===== config.mk =====
export PLATFORM = sky130hd
export DESIGN_NAME = rlp_list_item_splitter_unit
export DESIGN_NICKNAME = d
export VERILOG_FILES = /design/src/rtl/core/rlisu_pkg.sv /design/src/rtl/core/rlp_list_item_splitter_unit.sv /design/src/rtl/core/rlisu_front.sv /design/src/rtl/core/rlisu_queue.sv /design/src/rtl/core/rlisu_back.sv
export SDC_FILE = /design/constraint.sdc
export NUM_CORES = 1
export LEC_CHECK = 0
export BUFFER_PORTS_ARGS = -buffer_cell sky130_fd_sc_hd__buf_4
export CORE_ASPECT_RATIO = 1.25
export CORE_MARGIN = 8
export CORE_UTILIZATION = 35
export CTS_BUF_LIST = sky130_fd_sc_hd__clkbuf_4 sky130_fd_sc_hd__clkbuf_8
export DETAILED_ROUTE_END_ITERATION = 8
export GPL_TIMING_DRIVEN = 0
export PLACE_DENSITY_LB_ADDON = 0.2
export SETUP_SLACK_MARGIN = 0.5
export SKIP_LAST_GASP = 1
export SLEW_MARGIN = 25
export SYNTH_ARGS = -nofsm -noshare
export SYNTH_HDL_FRONTEND = slang
export SYNTH_SLANG_ARGS = --single-unit

===== constraint.sdc =====
create_clock -name clk -period 6.6 [get_ports clk]
set_input_delay 1.32 -clock clk [delete_from_list [all_inputs] [get_ports clk]]
set_output_delay 1.32 -clock clk [all_outputs]
set_load 0.02 [all_outputs]

===== src/rtl/core/rlisu_pkg.sv =====
`timescale 1ns / 1ps
`default_nettype none
// ----------------------------------------------------------------------------
// RLP list item splitter package
// Shared types, codes and constants of the list item splitter.
// ----------------------------------------------------------------------------
package rlisu_pkg;

  localparam int MAX_ITEMS_DEF = 255;
  localparam int QUEUE_DEPTH = 2;
  localparam int QPTR_W = $clog2(QUEUE_DEPTH);
  localparam int QCNT_W = $clog2(QUEUE_DEPTH + 1);

  localparam logic [1:0] ST_OK      = 2'd0;
  localparam logic [1:0] ST_BAD_HDR = 2'd1;
  localparam logic [1:0] ST_LEN     = 2'd2;
  localparam logic [1:0] ST_FMT     = 2'd3;

  localparam logic [7:0] LIST_SHORT_BASE = 8'hc0;
  localparam logic [7:0] LIST_SHORT_MAX  = 8'hf7;
  localparam logic [7:0] LIST_LONG_MAX   = 8'hfb;
  localparam logic [7:0] SINGLE_MAX      = 8'h7f;
  localparam logic [7:0] STR_SHORT_MAX   = 8'hb7;
  localparam logic [7:0] STR_LONG_MAX    = 8'hbb;
  localparam logic [7:0] EMPTY_LIST      = 8'hc0;

  localparam logic [0:0] REG_EXPECTED_ITEMS = 1'b0;

  typedef enum logic [1:0] {
    LK_BAD,
    LK_SHORT,
    LK_LONG
  } lkind_t;

  typedef enum logic [2:0] {
    IK_SINGLE,
    IK_SHORT,
    IK_LONG,
    IK_EMPTY,
    IK_BAD
  } ikind_t;

  typedef enum logic [6:0] {
    PH_LHDR   = 7'b0000001,
    PH_LLEN   = 7'b0000010,
    PH_IHDR   = 7'b0000100,
    PH_ILEN   = 7'b0001000,
    PH_IFIRST = 7'b0010000,
    PH_IDATA  = 7'b0100000,
    PH_DRAIN  = 7'b1000000
  } phase_t;

  typedef struct packed {
    logic [7:0] byte_val;
    logic       last;
    lkind_t     lkind;
    ikind_t     ikind;
    logic [2:0] nlen;
  } entry_t;

  typedef struct packed {
    logic       data_valid;
    logic [7:0] data_byte;
    logic [7:0] item_index;
    logic       item_first;
    logic       item_last;
    logic       empty_item;
    logic       done_res;
    logic [1:0] status;
    logic [7:0] items_found;
  } result_t;

endpackage
`default_nettype wire


===== src/rtl/core/rlp_list_item_splitter_unit.sv =====
`timescale 1ns / 1ps
`default_nettype none
// ----------------------------------------------------------------------------
// RLP list item splitter
// Splits one flat RLP-encoded list, fed a byte at a time, into its items.
// ----------------------------------------------------------------------------
// Each input item is one byte of the encoded list, with a mark on the final
// byte of the buffer. Every input item yields exactly one result item that
// carries a payload byte with its item index and first and last marks, an
// empty item mark, or nothing; the result of the final byte also carries the
// status and the number of items found.
// The expected item count is written over the APB port at address 0 and kept
// across lists; the user writes it only while the block is idle (not enforced).
// A byte is classified as it is accepted, waits in a two-entry queue, is parsed
// at the queue head, and its result is held in the output register.
// One byte is accepted per cycle while the receiver takes results; the rate is
// set by the parse step, which updates the length counters and the phase.
// When the receiver stalls, the result stays in the output register, the
// queue fills, and input ready falls once the queue is full.
// Reset empties the queue, clears the parse state and the expected count.
// ----------------------------------------------------------------------------
module rlp_list_item_splitter_unit
  import rlisu_pkg::*;
#(
  parameter int MAX_ITEMS = MAX_ITEMS_DEF
) (
  input  wire logic        clk,
  input  wire logic        rst_n,
  input  wire logic        psel,
  input  wire logic        penable,
  input  wire logic        pwrite,
  input  wire logic [2:0]  paddr,
  input  wire logic [31:0] pwdata,
  output logic [31:0]      prdata,
  output logic             pready,
  input  wire logic        in_valid,
  output logic             in_ready,
  input  wire logic [7:0]  in_byte_in,
  input  wire logic        in_last_byte,
  output logic             out_valid,
  input  wire logic        out_ready,
  output logic             out_data_valid,
  output logic [7:0]       out_data_byte,
  output logic [7:0]       out_item_index,
  output logic             out_item_first,
  output logic             out_item_last,
  output logic             out_empty_item,
  output logic             out_done_res,
  output logic [1:0]       out_status,
  output logic [7:0]       out_items_found
);

  logic [7:0] expected_items_r;
  logic       q_full;
  logic       q_push;
  entry_t     q_wr_entry;
  logic       q_pop;
  logic       q_valid;
  entry_t     q_rd_entry;
  result_t    res;
  logic       reg_sel;

  assign pready  = 1'b1;
  assign reg_sel = (paddr[2] == REG_EXPECTED_ITEMS) && (paddr[1:0] == 2'b00);
  assign prdata  = reg_sel ? {24'd0, expected_items_r} : 32'd0;

  always_ff @(posedge clk) begin
    if (!rst_n) begin
      expected_items_r <= '0;
    end else if (psel && penable && pwrite && pready && reg_sel) begin
      expected_items_r <= pwdata[7:0];
    end
  end

  rlisu_front u_front (
    .in_valid     (in_valid),
    .in_ready     (in_ready),
    .in_byte_in   (in_byte_in),
    .in_last_byte (in_last_byte),
    .q_full       (q_full),
    .q_push       (q_push),
    .q_entry      (q_wr_entry)
  );

  rlisu_queue u_queue (
    .clk      (clk),
    .rst_n    (rst_n),
    .push     (q_push),
    .wr_entry (q_wr_entry),
    .full     (q_full),
    .pop      (q_pop),
    .rd_valid (q_valid),
    .rd_entry (q_rd_entry)
  );

  rlisu_back #(
    .MAX_ITEMS (MAX_ITEMS)
  ) u_back (
    .clk            (clk),
    .rst_n          (rst_n),
    .q_valid        (q_valid),
    .q_entry        (q_rd_entry),
    .q_pop          (q_pop),
    .expected_items (expected_items_r),
    .out_valid      (out_valid),
    .out_ready      (out_ready),
    .out_res        (res)
  );

  assign out_data_valid  = res.data_valid;
  assign out_data_byte   = res.data_byte;
  assign out_item_index  = res.item_index;
  assign out_item_first  = res.item_first;
  assign out_item_last   = res.item_last;
  assign out_empty_item  = res.empty_item;
  assign out_done_res    = res.done_res;
  assign out_status      = res.status;
  assign out_items_found = res.items_found;

  a_found_only_ok: assert property (@(posedge clk) disable iff (!rst_n)
    (out_valid && out_items_found != 8'd0) |-> (out_done_res && out_status == ST_OK))
    else $error("items found reported without a good status");

  a_status_on_done: assert property (@(posedge clk) disable iff (!rst_n)
    (out_valid && !out_done_res) |-> (out_status == ST_OK))
    else $error("status reported on a byte that is not the last");

  a_marks_need_data: assert property (@(posedge clk) disable iff (!rst_n)
    (out_valid && !out_data_valid) |-> (!out_item_first && !out_item_last))
    else $error("first or last mark on an item without payload");

  a_empty_not_data: assert property (@(posedge clk) disable iff (!rst_n)
    (out_valid && out_empty_item) |-> !out_data_valid)
    else $error("empty mark together with payload");

  a_stall_blocks_input: assert property (@(posedge clk) disable iff (!rst_n)
    (out_valid && !out_ready && !in_ready) |=> !in_ready || out_ready || !out_valid)
    else $error("queue drained while the receiver stalled");

endmodule
`default_nettype wire


===== src/rtl/core/rlisu_front.sv =====
`timescale 1ns / 1ps
`default_nettype none
// ----------------------------------------------------------------------------
// RLP list item splitter front end
// Accepts input items and classifies each byte as list and item header.
// ----------------------------------------------------------------------------
module rlisu_front
  import rlisu_pkg::*;
(
  input  wire logic       in_valid,
  output logic            in_ready,
  input  wire logic [7:0] in_byte_in,
  input  wire logic       in_last_byte,
  input  wire logic       q_full,
  output logic            q_push,
  output entry_t          q_entry
);

  assign in_ready = !q_full;
  assign q_push   = in_valid && !q_full;

  always_comb begin
    q_entry.byte_val = in_byte_in;
    q_entry.last     = in_last_byte;
    q_entry.nlen     = {1'b0, in_byte_in[1:0]} + 3'd1;
    if (in_byte_in < LIST_SHORT_BASE || in_byte_in > LIST_LONG_MAX) begin
      q_entry.lkind = LK_BAD;
    end else if (in_byte_in <= LIST_SHORT_MAX) begin
      q_entry.lkind = LK_SHORT;
    end else begin
      q_entry.lkind = LK_LONG;
    end
    if (in_byte_in <= SINGLE_MAX) begin
      q_entry.ikind = IK_SINGLE;
    end else if (in_byte_in <= STR_SHORT_MAX) begin
      q_entry.ikind = IK_SHORT;
    end else if (in_byte_in <= STR_LONG_MAX) begin
      q_entry.ikind = IK_LONG;
    end else if (in_byte_in == EMPTY_LIST) begin
      q_entry.ikind = IK_EMPTY;
    end else begin
      q_entry.ikind = IK_BAD;
    end
  end

endmodule
`default_nettype wire


===== src/rtl/core/rlisu_queue.sv =====
`timescale 1ns / 1ps
`default_nettype none
// ----------------------------------------------------------------------------
// RLP list item splitter queue
// Short queue of classified items between the front end and the parser.
// ----------------------------------------------------------------------------
module rlisu_queue
  import rlisu_pkg::*;
(
  input  wire logic   clk,
  input  wire logic   rst_n,
  input  wire logic   push,
  input  wire entry_t wr_entry,
  output logic        full,
  input  wire logic   pop,
  output logic        rd_valid,
  output entry_t      rd_entry
);

  entry_t              mem_r [QUEUE_DEPTH];
  logic [QPTR_W-1:0]   wr_ptr_r;
  logic [QPTR_W-1:0]   rd_ptr_r;
  logic [QCNT_W-1:0]   count_r;
  logic [QCNT_W-1:0]   count_nxt;

  assign full     = (count_r == QCNT_W'(QUEUE_DEPTH));
  assign rd_valid = (count_r != '0);
  assign rd_entry = mem_r[rd_ptr_r];

  always_comb begin
    count_nxt = count_r;
    if (push && !(pop && rd_valid)) begin
      count_nxt = count_r + 1'b1;
    end else if (!push && pop && rd_valid) begin
      count_nxt = count_r - 1'b1;
    end
  end

  always_ff @(posedge clk) begin
    if (!rst_n) begin
      wr_ptr_r <= '0;
      rd_ptr_r <= '0;
      count_r  <= '0;
    end else begin
      count_r <= count_nxt;
      if (push) begin
        wr_ptr_r <= (wr_ptr_r == QPTR_W'(QUEUE_DEPTH - 1)) ? '0 : wr_ptr_r + 1'b1;
      end
      if (pop && rd_valid) begin
        rd_ptr_r <= (rd_ptr_r == QPTR_W'(QUEUE_DEPTH - 1)) ? '0 : rd_ptr_r + 1'b1;
      end
    end
  end

  always_ff @(posedge clk) begin
    if (push) begin
      mem_r[wr_ptr_r] <= wr_entry;
    end
  end

endmodule
`default_nettype wire


===== src/rtl/core/rlisu_back.sv =====
`timescale 1ns / 1ps
`default_nettype none
// ----------------------------------------------------------------------------
// RLP list item splitter parser
// Runs the list parse state, counts lengths and registers each result item.
// ----------------------------------------------------------------------------
module rlisu_back
  import rlisu_pkg::*;
#(
  parameter int MAX_ITEMS = MAX_ITEMS_DEF
) (
  input  wire logic       clk,
  input  wire logic       rst_n,
  input  wire logic       q_valid,
  input  wire entry_t     q_entry,
  output logic            q_pop,
  input  wire logic [7:0] expected_items,
  output logic            out_valid,
  input  wire logic       out_ready,
  output result_t         out_res
);

  phase_t      phase_r, phase_nxt;
  logic [2:0]  lbl_r, lbl_nxt;
  logic [31:0] acc_r, acc_nxt;
  logic [31:0] pl_r, pl_nxt;
  logic [31:0] ibl_r, ibl_nxt;
  logic [7:0]  cur_r, cur_nxt;
  logic [1:0]  held_r, held_nxt;
  logic        ovf_r, ovf_nxt;
  logic        out_valid_r;
  result_t     res_r;
  result_t     res;
  logic        proc;
  logic        fmt;
  logic [31:0] pl_dec;
  logic [31:0] acc_new;
  logic [2:0]  lbl_new;
  logic [31:0] ib_dec;
  logic [31:0] len6;

  assign q_pop     = q_valid && (!out_valid_r || out_ready);
  assign out_valid = out_valid_r;
  assign out_res   = res_r;

  always_comb begin
    phase_nxt = phase_r;
    lbl_nxt   = lbl_r;
    acc_nxt   = acc_r;
    ibl_nxt   = ibl_r;
    cur_nxt   = cur_r;
    held_nxt  = held_r;
    ovf_nxt   = ovf_r;
    res       = '0;
    proc      = 1'b1;
    fmt       = 1'b0;
    pl_dec    = pl_r;
    acc_new   = {acc_r[23:0], q_entry.byte_val};
    lbl_new   = lbl_r - 3'd1;
    ib_dec    = ibl_r;
    len6      = {26'd0, q_entry.byte_val[5:0]};

    if (phase_r != PH_LHDR && phase_r != PH_LLEN && held_r != ST_BAD_HDR) begin
      if (pl_r == '0) begin
        ovf_nxt = 1'b1;
        proc    = 1'b0;
      end else begin
        pl_dec = pl_r - 32'd1;
      end
    end
    pl_nxt = pl_dec;

    if (proc) begin
      case (phase_r)
        PH_LHDR: begin
          case (q_entry.lkind)
            LK_SHORT: begin
              pl_nxt    = len6;
              phase_nxt = PH_IHDR;
            end
            LK_LONG: begin
              lbl_nxt   = q_entry.nlen;
              acc_nxt   = '0;
              phase_nxt = PH_LLEN;
            end
            default: begin
              held_nxt  = ST_BAD_HDR;
              phase_nxt = PH_DRAIN;
            end
          endcase
        end
        PH_LLEN: begin
          acc_nxt = acc_new;
          lbl_nxt = lbl_new;
          if (lbl_new == '0) begin
            pl_nxt    = acc_new;
            phase_nxt = PH_IHDR;
          end
        end
        PH_IHDR: begin
          if (cur_r >= expected_items || 32'(cur_r) >= 32'(MAX_ITEMS)) begin
            fmt = 1'b1;
          end else begin
            case (q_entry.ikind)
              IK_SINGLE: begin
                res.data_valid = 1'b1;
                res.data_byte  = q_entry.byte_val;
                res.item_index = cur_r;
                res.item_first = 1'b1;
                res.item_last  = 1'b1;
                cur_nxt        = cur_r + 8'd1;
              end
              IK_SHORT: begin
                if (len6 == '0) begin
                  res.empty_item = 1'b1;
                  res.item_index = cur_r;
                  cur_nxt        = cur_r + 8'd1;
                end else if (len6 > pl_dec) begin
                  fmt = 1'b1;
                end else begin
                  ibl_nxt   = len6;
                  phase_nxt = PH_IFIRST;
                end
              end
              IK_LONG: begin
                if (32'(q_entry.nlen) > pl_dec) begin
                  fmt = 1'b1;
                end else begin
                  lbl_nxt   = q_entry.nlen;
                  acc_nxt   = '0;
                  phase_nxt = PH_ILEN;
                end
              end
              IK_EMPTY: begin
                res.empty_item = 1'b1;
                res.item_index = cur_r;
                cur_nxt        = cur_r + 8'd1;
              end
              default: begin
                fmt = 1'b1;
              end
            endcase
          end
        end
        PH_ILEN: begin
          acc_nxt = acc_new;
          lbl_nxt = lbl_new;
          if (lbl_new == '0) begin
            if (acc_new == '0) begin
              res.empty_item = 1'b1;
              res.item_index = cur_r;
              cur_nxt        = cur_r + 8'd1;
              phase_nxt      = PH_IHDR;
            end else if (acc_new > pl_dec) begin
              fmt = 1'b1;
            end else begin
              ibl_nxt   = acc_new;
              phase_nxt = PH_IFIRST;
            end
          end
        end
        PH_IFIRST, PH_IDATA: begin
          res.data_valid = 1'b1;
          res.data_byte  = q_entry.byte_val;
          res.item_index = cur_r;
          res.item_first = (phase_r == PH_IFIRST);
          if (ibl_r != '0) begin
            ib_dec = ibl_r - 32'd1;
          end
          ibl_nxt = ib_dec;
          if (ib_dec == '0) begin
            res.item_last = 1'b1;
            cur_nxt       = cur_r + 8'd1;
            phase_nxt     = PH_IHDR;
          end else begin
            phase_nxt = PH_IDATA;
          end
        end
        default: begin
        end
      endcase
    end

    if (fmt) begin
      held_nxt  = ST_FMT;
      phase_nxt = PH_DRAIN;
    end

    if (q_entry.last) begin
      res.done_res = 1'b1;
      if (held_nxt == ST_BAD_HDR) begin
        res.status = ST_BAD_HDR;
      end else if (phase_nxt == PH_LLEN || pl_nxt != '0 || ovf_nxt) begin
        res.status = ST_LEN;
      end else if (held_nxt == ST_FMT) begin
        res.status = ST_FMT;
      end else if (cur_nxt != expected_items || phase_nxt != PH_IHDR) begin
        res.status = ST_FMT;
      end else begin
        res.status      = ST_OK;
        res.items_found = cur_nxt;
      end
      phase_nxt = PH_LHDR;
      lbl_nxt   = '0;
      acc_nxt   = '0;
      pl_nxt    = '0;
      ibl_nxt   = '0;
      cur_nxt   = '0;
      held_nxt  = ST_OK;
      ovf_nxt   = 1'b0;
    end
  end

  always_ff @(posedge clk) begin
    if (!rst_n) begin
      phase_r     <= PH_LHDR;
      lbl_r       <= '0;
      acc_r       <= '0;
      pl_r        <= '0;
      ibl_r       <= '0;
      cur_r       <= '0;
      held_r      <= ST_OK;
      ovf_r       <= 1'b0;
      out_valid_r <= 1'b0;
    end else begin
      if (q_pop) begin
        phase_r <= phase_nxt;
        lbl_r   <= lbl_nxt;
        acc_r   <= acc_nxt;
        pl_r    <= pl_nxt;
        ibl_r   <= ibl_nxt;
        cur_r   <= cur_nxt;
        held_r  <= held_nxt;
        ovf_r   <= ovf_nxt;
      end
      if (q_pop) begin
        out_valid_r <= 1'b1;
      end else if (out_ready) begin
        out_valid_r <= 1'b0;
      end
    end
  end

  always_ff @(posedge clk) begin
    if (q_pop) begin
      res_r <= res;
    end
  end

endmodule
`default_nettype wire

# Word level (Yosys, flattened, before mapping)
# Memory sizes are Yosys's and may differ from the RTL's. A register that Yosys moved wholly into a read port is not among the register bits.
# Index checks and enable logic that the tools add are counted.
[totals] word_cells=242 out_inout_bits=66 inputBits=51 reg_bits=153 mem_bits_rw=34 n_memories=1
[memory_table] memory="u_queue.mem_r" depth=2 word_bits=17 rd=1 rd_ports_with_merged_regs=1 wr=1 line="rlisu_queue.sv:20" rtl="entry_t mem_r [QUEUE_DEPTH];"
[classes] bitwise=2 n_addsub=9 mux=120 reduce_logical=45 eq_ne=31 n_lt_le_gt_ge=11
[ops] operator="$mux W32" n=18
[ops] operator="$mux W24" n=6
[ops] operator="$mux W8" n=15
[ops] operator="$logic_not A32 Y1" n=3
[ops] operator="$pmux W32 S3" n=1
[ops] operator="$mux W7" n=11
[ops] operator="$pmux W24 S3" n=1
[ops] operator="$pmux W32 S2" n=1
[ops] operator="$reduce_bool A32 Y1" n=2
[ops] operator="$sub A32 B1 Y32 const B" n=2
[ops] operator="$pmux W8 S3" n=2
[ops] operator="$pmux W7 S5" n=1
[ops] operator="$gt A3 B32 Y1" n=1
[ops] operator="$gt A32 B32 Y1" n=1
[ops] operator="$gt A6 B32 Y1" n=1
[ops] operator="$pmux W8 S2" n=2
[ops] operator="$mux W3" n=10
[ops] operator="$mux W2" n=14
[ops] operator="$pmux W7 S2" n=2
[ops] operator="$mux W1" n=25
[ops] operator="$le A8 B8 Y1 const B" n=3
[ops] operator="$ne A3 B3 Y1 const B" n=8
[ops] operator="$mux W20" n=1
[ops] operator="$pmux W9 S2" n=1
[ops] operator="other kinds (48)" n=86

# Depth between registers and ports, before layout
[depth] word_depth=19 ltp_mapped=24

# Modules after synthesis
# From an unflattened synthesis, not the netlist that was laid out.
[unflattened] hier_cells=1714 hier_area_um2=13914.6
[by_module_without_submodules] module="rlisu_back" instances=1 cells_each=1537 area_per_inst_um2=11613.6
[by_module_without_submodules] module="rlisu_queue" instances=1 cells_each=78 area_per_inst_um2=1502.7
[by_module_without_submodules] module="rlp_list_item_splitter_unit" instances=1 cells_each=72 area_per_inst_um2=611.8
[by_module_without_submodules] module="rlisu_front" instances=1 cells_each=27 area_per_inst_um2=186.4

# Worst setup path before layout
# OpenSTA, ideal clock, no wires.
[synth_timing] path_kind="reg2reg" start="register u_back.pl_r[8]" end="register u_back.res_r, in the netlist u_back.out_res[8], data pin" slack_ps=958 path_buffers=2 required_time_ps=6345 stages_incl_launch_ff=21 t_arrival_ps=5387 period_less_slack_ps=5642 setup_ps=255 cell_sequence="dfxtp_1 > buf_6 > or4_4 > or4_1 > clkbuf_2 > or4_1 > or3_1 > a21oi_1 > ha_1 > and4_1 > a21oi_1 > a21oi_1 > or4_1 > a21oi_1 > o21ai_0 > a21o_1 > o22a_1 > or3_4 > nor4_4 > o21ai_1 > a31o_1"
[synth_via] elab_chain_cells=17 word_cells_on_any_way=52 cone_classes="add/sub (1); order compare (3); eq/ne (5); mux (38); reduce/logical (5)"
[synth_rtl] item="start: declaration" line="rlisu_back.sv:26" rtl="logic [31:0] pl_r, pl_nxt;"
[synth_rtl] item="start signal: assignment" line="rlisu_back.sv:230" rtl="pl_r <= pl_nxt;"
[synth_rtl] item="$sub A32 B1 Y32 / $logic_not A32 Y1 (equally long branches)" line="rlisu_back.sv:68, rlisu_back.sv:64"
[synth_rtl] item="$mux W32" line="rlisu_back.sv:64" rtl="if (pl_r == '0) begin"
[synth_rtl] item="$mux W32" line="rlisu_back.sv:63" rtl="if (phase_r != PH_LHDR && phase_r != PH_LLEN && held_r != ST_BAD_HDR) begin"
[synth_rtl] item="$gt A6 B32 Y1" line="rlisu_back.sv:118" rtl="end else if (len6 > pl_dec) begin"
[synth_rtl] item="$mux W7 / $mux W1 (equally long branches)" line="rlisu_back.sv:118"
[synth_rtl] item="$mux W7 / $mux W1 (equally long branches)" line="rlisu_back.sv:114" rtl="if (len6 == '0) begin"
[synth_rtl] item="$pmux W7 S2 / $pmux W1 S3 (equally long branches)" line="rlisu_back.sv:104" rtl="case (q_entry.ikind)"
[synth_rtl] item="$mux W7 / $mux W1 (equally long branches)" line="rlisu_back.sv:101" rtl="if (cur_r >= expected_items || 32'(cur_r) >= 32'(MAX_ITEMS)) begin"
[synth_rtl] item="$pmux W7 S5 / $pmux W1 S2 (equally long branches)" line="rlisu_back.sv:74" rtl="case (phase_r)"
[synth_rtl] item="$mux W7 / $mux W1 (equally long branches)" line="rlisu_back.sv:73" rtl="if (proc) begin"
[synth_rtl] item="$mux W7" line="rlisu_back.sv:184" rtl="if (fmt) begin"
[synth_rtl] item="$ne A7 B3 Y1" line="rlisu_back.sv:197" rtl="end else if (cur_nxt != expected_items || phase_nxt != PH_IHDR) begin"
[synth_rtl] item="$logic_or A1 B1 Y1" line="rlisu_back.sv:197"
[synth_rtl] item="$mux W2" line="rlisu_back.sv:197"
[synth_rtl] item="$mux W2" line="rlisu_back.sv:195" rtl="end else if (held_nxt == ST_FMT) begin"
[synth_rtl] item="$mux W2" line="rlisu_back.sv:193" rtl="end else if (phase_nxt == PH_LLEN || pl_nxt != '0 || ovf_nxt) begin"
[synth_rtl] item="$mux W2 *" line="rlisu_back.sv:191" rtl="if (held_nxt == ST_BAD_HDR) begin"
[synth_rtl] item="end signal: assignment" line="rlisu_back.sv:246" rtl="res_r <= res;"
[synth_rtl] item="end: declaration" line="rlisu_back.sv:32" rtl="result_t res_r;"
# Every way passes the cells marked *; elsewhere a longest branch is shown, timed or not.
# A chain may end at the register's enable or synchronous reset.

# Worst setup path in the final report
[layout_timing] start="register u_back.pl_r[16]" end="register u_back.res_r, in the netlist u_back.out_res[3], data pin"
[layout_via] elab_chain_cells=15 word_cells_on_any_way=49 cone_classes="add/sub (1); order compare (3); eq/ne (5); mux (34); reduce/logical (6)"
[layout_rtl] item="$sub A32 B1 Y32 / $logic_not A32 Y1 (equally long branches)" line="rlisu_back.sv:68, rlisu_back.sv:64"
[layout_rtl] item="$mux W32" line="rlisu_back.sv:64"
[layout_rtl] item="$mux W32" line="rlisu_back.sv:63"
[layout_rtl] item="$gt A6 B32 Y1" line="rlisu_back.sv:118"
[layout_rtl] item="$mux W7 / $mux W1 (equally long branches)" line="rlisu_back.sv:118"
[layout_rtl] item="$mux W7 / $mux W1 (equally long branches)" line="rlisu_back.sv:114"
[layout_rtl] item="$pmux W7 S2 / $pmux W1 S3 (equally long branches)" line="rlisu_back.sv:104"
[layout_rtl] item="$mux W7 / $mux W1 (equally long branches)" line="rlisu_back.sv:101"
[layout_rtl] item="$pmux W7 S5 / $pmux W1 S2 (equally long branches)" line="rlisu_back.sv:74"
[layout_rtl] item="$mux W7 / $mux W1 (equally long branches)" line="rlisu_back.sv:73"
[layout_rtl] item="$mux W7" line="rlisu_back.sv:184"
[layout_rtl] item="$eq A7 B2 Y1" line="rlisu_back.sv:193"
[layout_rtl] item="$logic_or A1 B1 Y1 (2 in a row)" line="rlisu_back.sv:193"
[layout_rtl] item="$reduce_or A5 Y1 (no line)"
# Parallel ways exist; a longest one is shown, timed or not.

==> run_results.csv <==
group,metric,value,unit
cells_and_area,area_growth,15.4,%
die,design.core.area,36100,sq um
synthesis,synth_area,12700,sq um
detailed_routing,drtIter0Drc,1045,
synthesis,syn_avg_cell_area,8.36,sq um
min_path,holdCritPathClass,"reg2reg",
clock_tree,cts_buffers,17,
cells_and_area,instances_no_fill,2137,
clock_tree,clock_path_buffers,2,
placed_design,dp_cells,2094,
clock_tree,worst_skew_pair.late_latency,0.52,ns
critical_path,crit_arrival,6.38,ns
sta,fin_skew,0.0238,ns
sta,rsz0062_at_grt,"no",
power_and_ir_drop,peakVddDrop,0.223,mV
clock_tree,path_clk_slew,0.12,ns
critical_path,crit_type,"reg2reg",
synthesis,synth_top_flop_cell,"dfxtp_1",
detailed_routing,routed_wl,47400,um
sta,finalWorstSetupSlack,0.587,ns
placed_design,pre_cts_slack,-0.239,ns
power_and_ir_drop,power_leakage,5.50,nW
power_and_ir_drop,p_int,3.25,mW
placed_design,hpwl,36100,um
die,row_count,78,
detailed_routing,final_antenna_net_count,0,
detailed_routing,vias_per_cell,5.82,
power_and_ir_drop,clkPwrFrac,13.6,%
clock_tree,cts_num_sinks,188,
synthesis,synth-edff-count,65,
detailed_routing,wl_per_cell,22.2,um
sta,hold_slack,0.506,ns
detailed_routing,num_vias,12433,
synthesis,synthArstFlopShare,0,%
power_and_ir_drop,p_sw_share,50.3,%
sta,period_needed,6.01,ns
cells_and_area,drive_gt1_share,12.6,%
placed_design,io_buffers,66,
grt,grt_pass1_vias,11828,
job,maxCapViolCount,0,
die,start_util,35.3,%
grt,grt_pass1_wl,72000,um
cells_and_area,nNetsFinal,1749,
status,outcome,"complete, no violations",
clock_tree,cts_root_buf,"clkbuf_8",
synthesis,ys_ff_latch,188,
detailed_routing,drc,0,
sta,setup_viol_count_final,0,
cells_and_area,nFillCells,3751,
clock_tree,cts_tree,"built",
clock_tree,htree_num_levels,4,
power_and_ir_drop,p_comb_share,63.4,%
synthesis,syn_inst,1524,
sta,fin_crit_sh,91.1,%
power_and_ir_drop,seqPwrFrac,22.9,%
grt,grt.total_usage,21.4,%
synthesis,ys_types,84,
critical_path,cp-start-kind,"flop",
grt,grt_max_degree,39,
detailed_routing,firstDrtPassIters,5,
power_and_ir_drop,switchingPower,3.28,mW
sta,clock.fmax,166,MHz
grt,antenna_found_initial,0,
sta,finalHoldViolCount,0,
die,die_area,42800,sq um
sta,slew_headroom,28.7,%
die,die_y,229,um
sta,slew_violations,0,
die,die_w,187,um
critical_path,critPathCaptureType,"flop",
synthesis,ys_seq_area_share,34.6,%
grt,overflow,0,
placed_design,gp_congestion,0.953,
synthesis,yosysWarnings,0,
critical_path,cp.required,6.96,ns
critical_path,cp_max_fo,8,
power_and_ir_drop,p_per_area,444,nW/um^2
die,pin_count,117,
sta,tightest_slew,1.07,ns
## cells in the final DEF (no fill, tap or decap), types with 9 or more instances in the layout
cell and instances:
a211oi_1 13, a21boi_0 45, a21oi_1 53, a221o_1 10
a22oi_1 36, a31oi_1 13, and2_1 33, and3_1 21
buf_4 99, clkbuf_1 70, clkbuf_8 17, conb_1 25
dfxtp_1 119, edfxtp_1 65, ha_1 54, inv_1 42
mux2i_1 22, nand2_1 162, nand2b_1 13, nand3_1 69
nand4_1 28, nor2_1 103, nor2b_1 59, nor3_1 53
nor3b_1 10, nor4_1 30, o211a_1 17, o211ai_1 12
o21a_1 9, o21ai_0 82, o31a_1 9, or3_1 12
or4_1 9, xnor2_1 32, xor2_1 24
## flip-flops by register name (all words and copies together) (netlist names), named ones only
register / cells
u_queue.mem_r: 34
u_back.ibl_r: 32
u_back.pl_r: 32
u_back.out_res: 31
u_back.acc_r: 24
expected_items_r: 8
u_back.cur_r: 8
u_back.phase_r: 7
u_back.lbl_r: 3
u_back.held_r: 2
u_queue.count_r: 2
u_back.out_valid: 1
u_back.ovf_r: 1
u_queue.rd_ptr_r: 1
u_queue.wr_ptr_r: 1
## Yosys cell counts, types with 6 or more instances
library cell    n  area, sq um
or3_1          13         81.3
nand2_1       162          608
o211ai_1       12         90.1
dfxtp_1       123         2460
nand3_1        69          345
ha_1           55          688
o31ai_1         7         52.6
xor2_1         24          210
nand4_1        28          175
nor3b_1        10         75.1
mux2_2          7         78.8
nand2b_1       13         81.3
or4_1          13         97.6
nor2_1        104          390
nor2b_1        59          369
a211oi_1       14          105
edfxtp_1       65         1950
o21a_1          9         67.6
buf_4          25          188
a21oi_1        57          285
xnor2_1        32          280
and4_1          8         70.1
a21boi_0       45          338
a21o_1          6         45.0
o211a_1        17          170
o31a_1          9         78.8
o22ai_1         6         37.5
mux2i_1        28          280
inv_1          42          158
o21ai_0        84          420
a221o_1        10          100
and2_1         33          206
nor3_1         56          280
nor4b_1         6         52.6
clkbuf_1       76          285
and3_1         21          131
nor4_1         36          225
a31oi_1        13         81.3
a22oi_1        36          270
## stage by stage
step	instance area [sq um]	TNS (ns)	power [mW]	utilization [%]
final	14700	0	6.53	40.7
after global routing	14700	0	6.89	40.7
after CTS	14500	0	6.31	40.1
after detailed placement	14000	-3.75	5.33	38.7
after global placement	13900	-3.88	5.30	38.6
after floorplan	12800	0	4.12	-
## per-layer routing
metal,track usage [%],part of all wire [%]
met4,11.7,4.9
met2,36.6,49
met3,3.27,5.6
met5,0,0
met1,25.5,41
## critical path, stage by stage, from the launching register on
cell and delay [ns]:
dfxtp_2 0.37, or4_4 0.57, or4_4 0.49, buf_6 0.15, or4_4 0.42, or3_4 0.40, a21oi_4 0.26, ha_4 0.24
and4_4 0.18, or3b_4 0.25, a211oi_1 0.05, or4_4 0.58, a21oi_4 0.20, o21ai_2 0.10, a21o_1 0.20, o22a_2 0.24
or3_4 0.34, nor4_4 0.36, nand4b_4 0.25, a21oi_1 0.19
## timing repair
item	in CTS	in global routing
pin swaps	4	16
hold buffers	0	0
buffers inserted	2	8
resized for setup	17	34
setup endpoints to repair	41	41
## cells by family (layout without fill, tap and decap cells)
kind of cell / count (synthesis) / in the layout / synth area share, %
AOI/OAI and AO/OA: 376 / 376 / 20.5
DFF: 188 / 188 / 34.6
muxes: 35 / 35 / 2.82
adders and majority gates: 55 / 55 / 5.40
other: 2 / 26 / 0.0589
buffers and inverters: 153 / 262 / 5.32
and+or+nand+nor: 659 / 659 / 27.4
xor gates and xnor gates: 56 / 56 / 3.85
## final timing paths
check | from | to | slack (ns) | depth (start not counted)
max | u_back.pl_r[16] | u_back.out_res[3] | 0.59 | 19
min reg2reg | u_back.ovf_r | u_back.ovf_r | 0.51 | 2
min | u_back.ovf_r | u_back.ovf_r | 0.51 | 2
max reg2reg | u_back.pl_r[16] | u_back.out_res[3] | 0.59 | 19
## final cells by class
type / count / area [sq um] / area share (%)
sequential: 188 / 4420 / 30.1
multi-input combinational: 1206 / 7930 / 54.0
buffer: 109 / 528 / 3.59
antenna: 1 / 2.50 / 0.0170
tap: 480 / 601 / 4.09
clock buffer: 17 / 234 / 1.59
timing repair buffer: 77 / 611 / 4.15
inverter: 44 / 165 / 1.12
clock inverter: 15 / 209 / 1.42
## power by group through the flow
stage | clock [mW] | sequential, mW | combinational, mW
floorplan | 0 | 1.58 | 2.54
global placement | 0 | 1.52 | 3.78
detailed placement | 0 | 1.52 | 3.81
CTS | 0.909 | 1.50 | 3.91
global route | 0.952 | 1.52 | 4.42
finish | 0.889 | 1.50 | 4.15
Note: power is estimated with default switching activity, not from simulation.
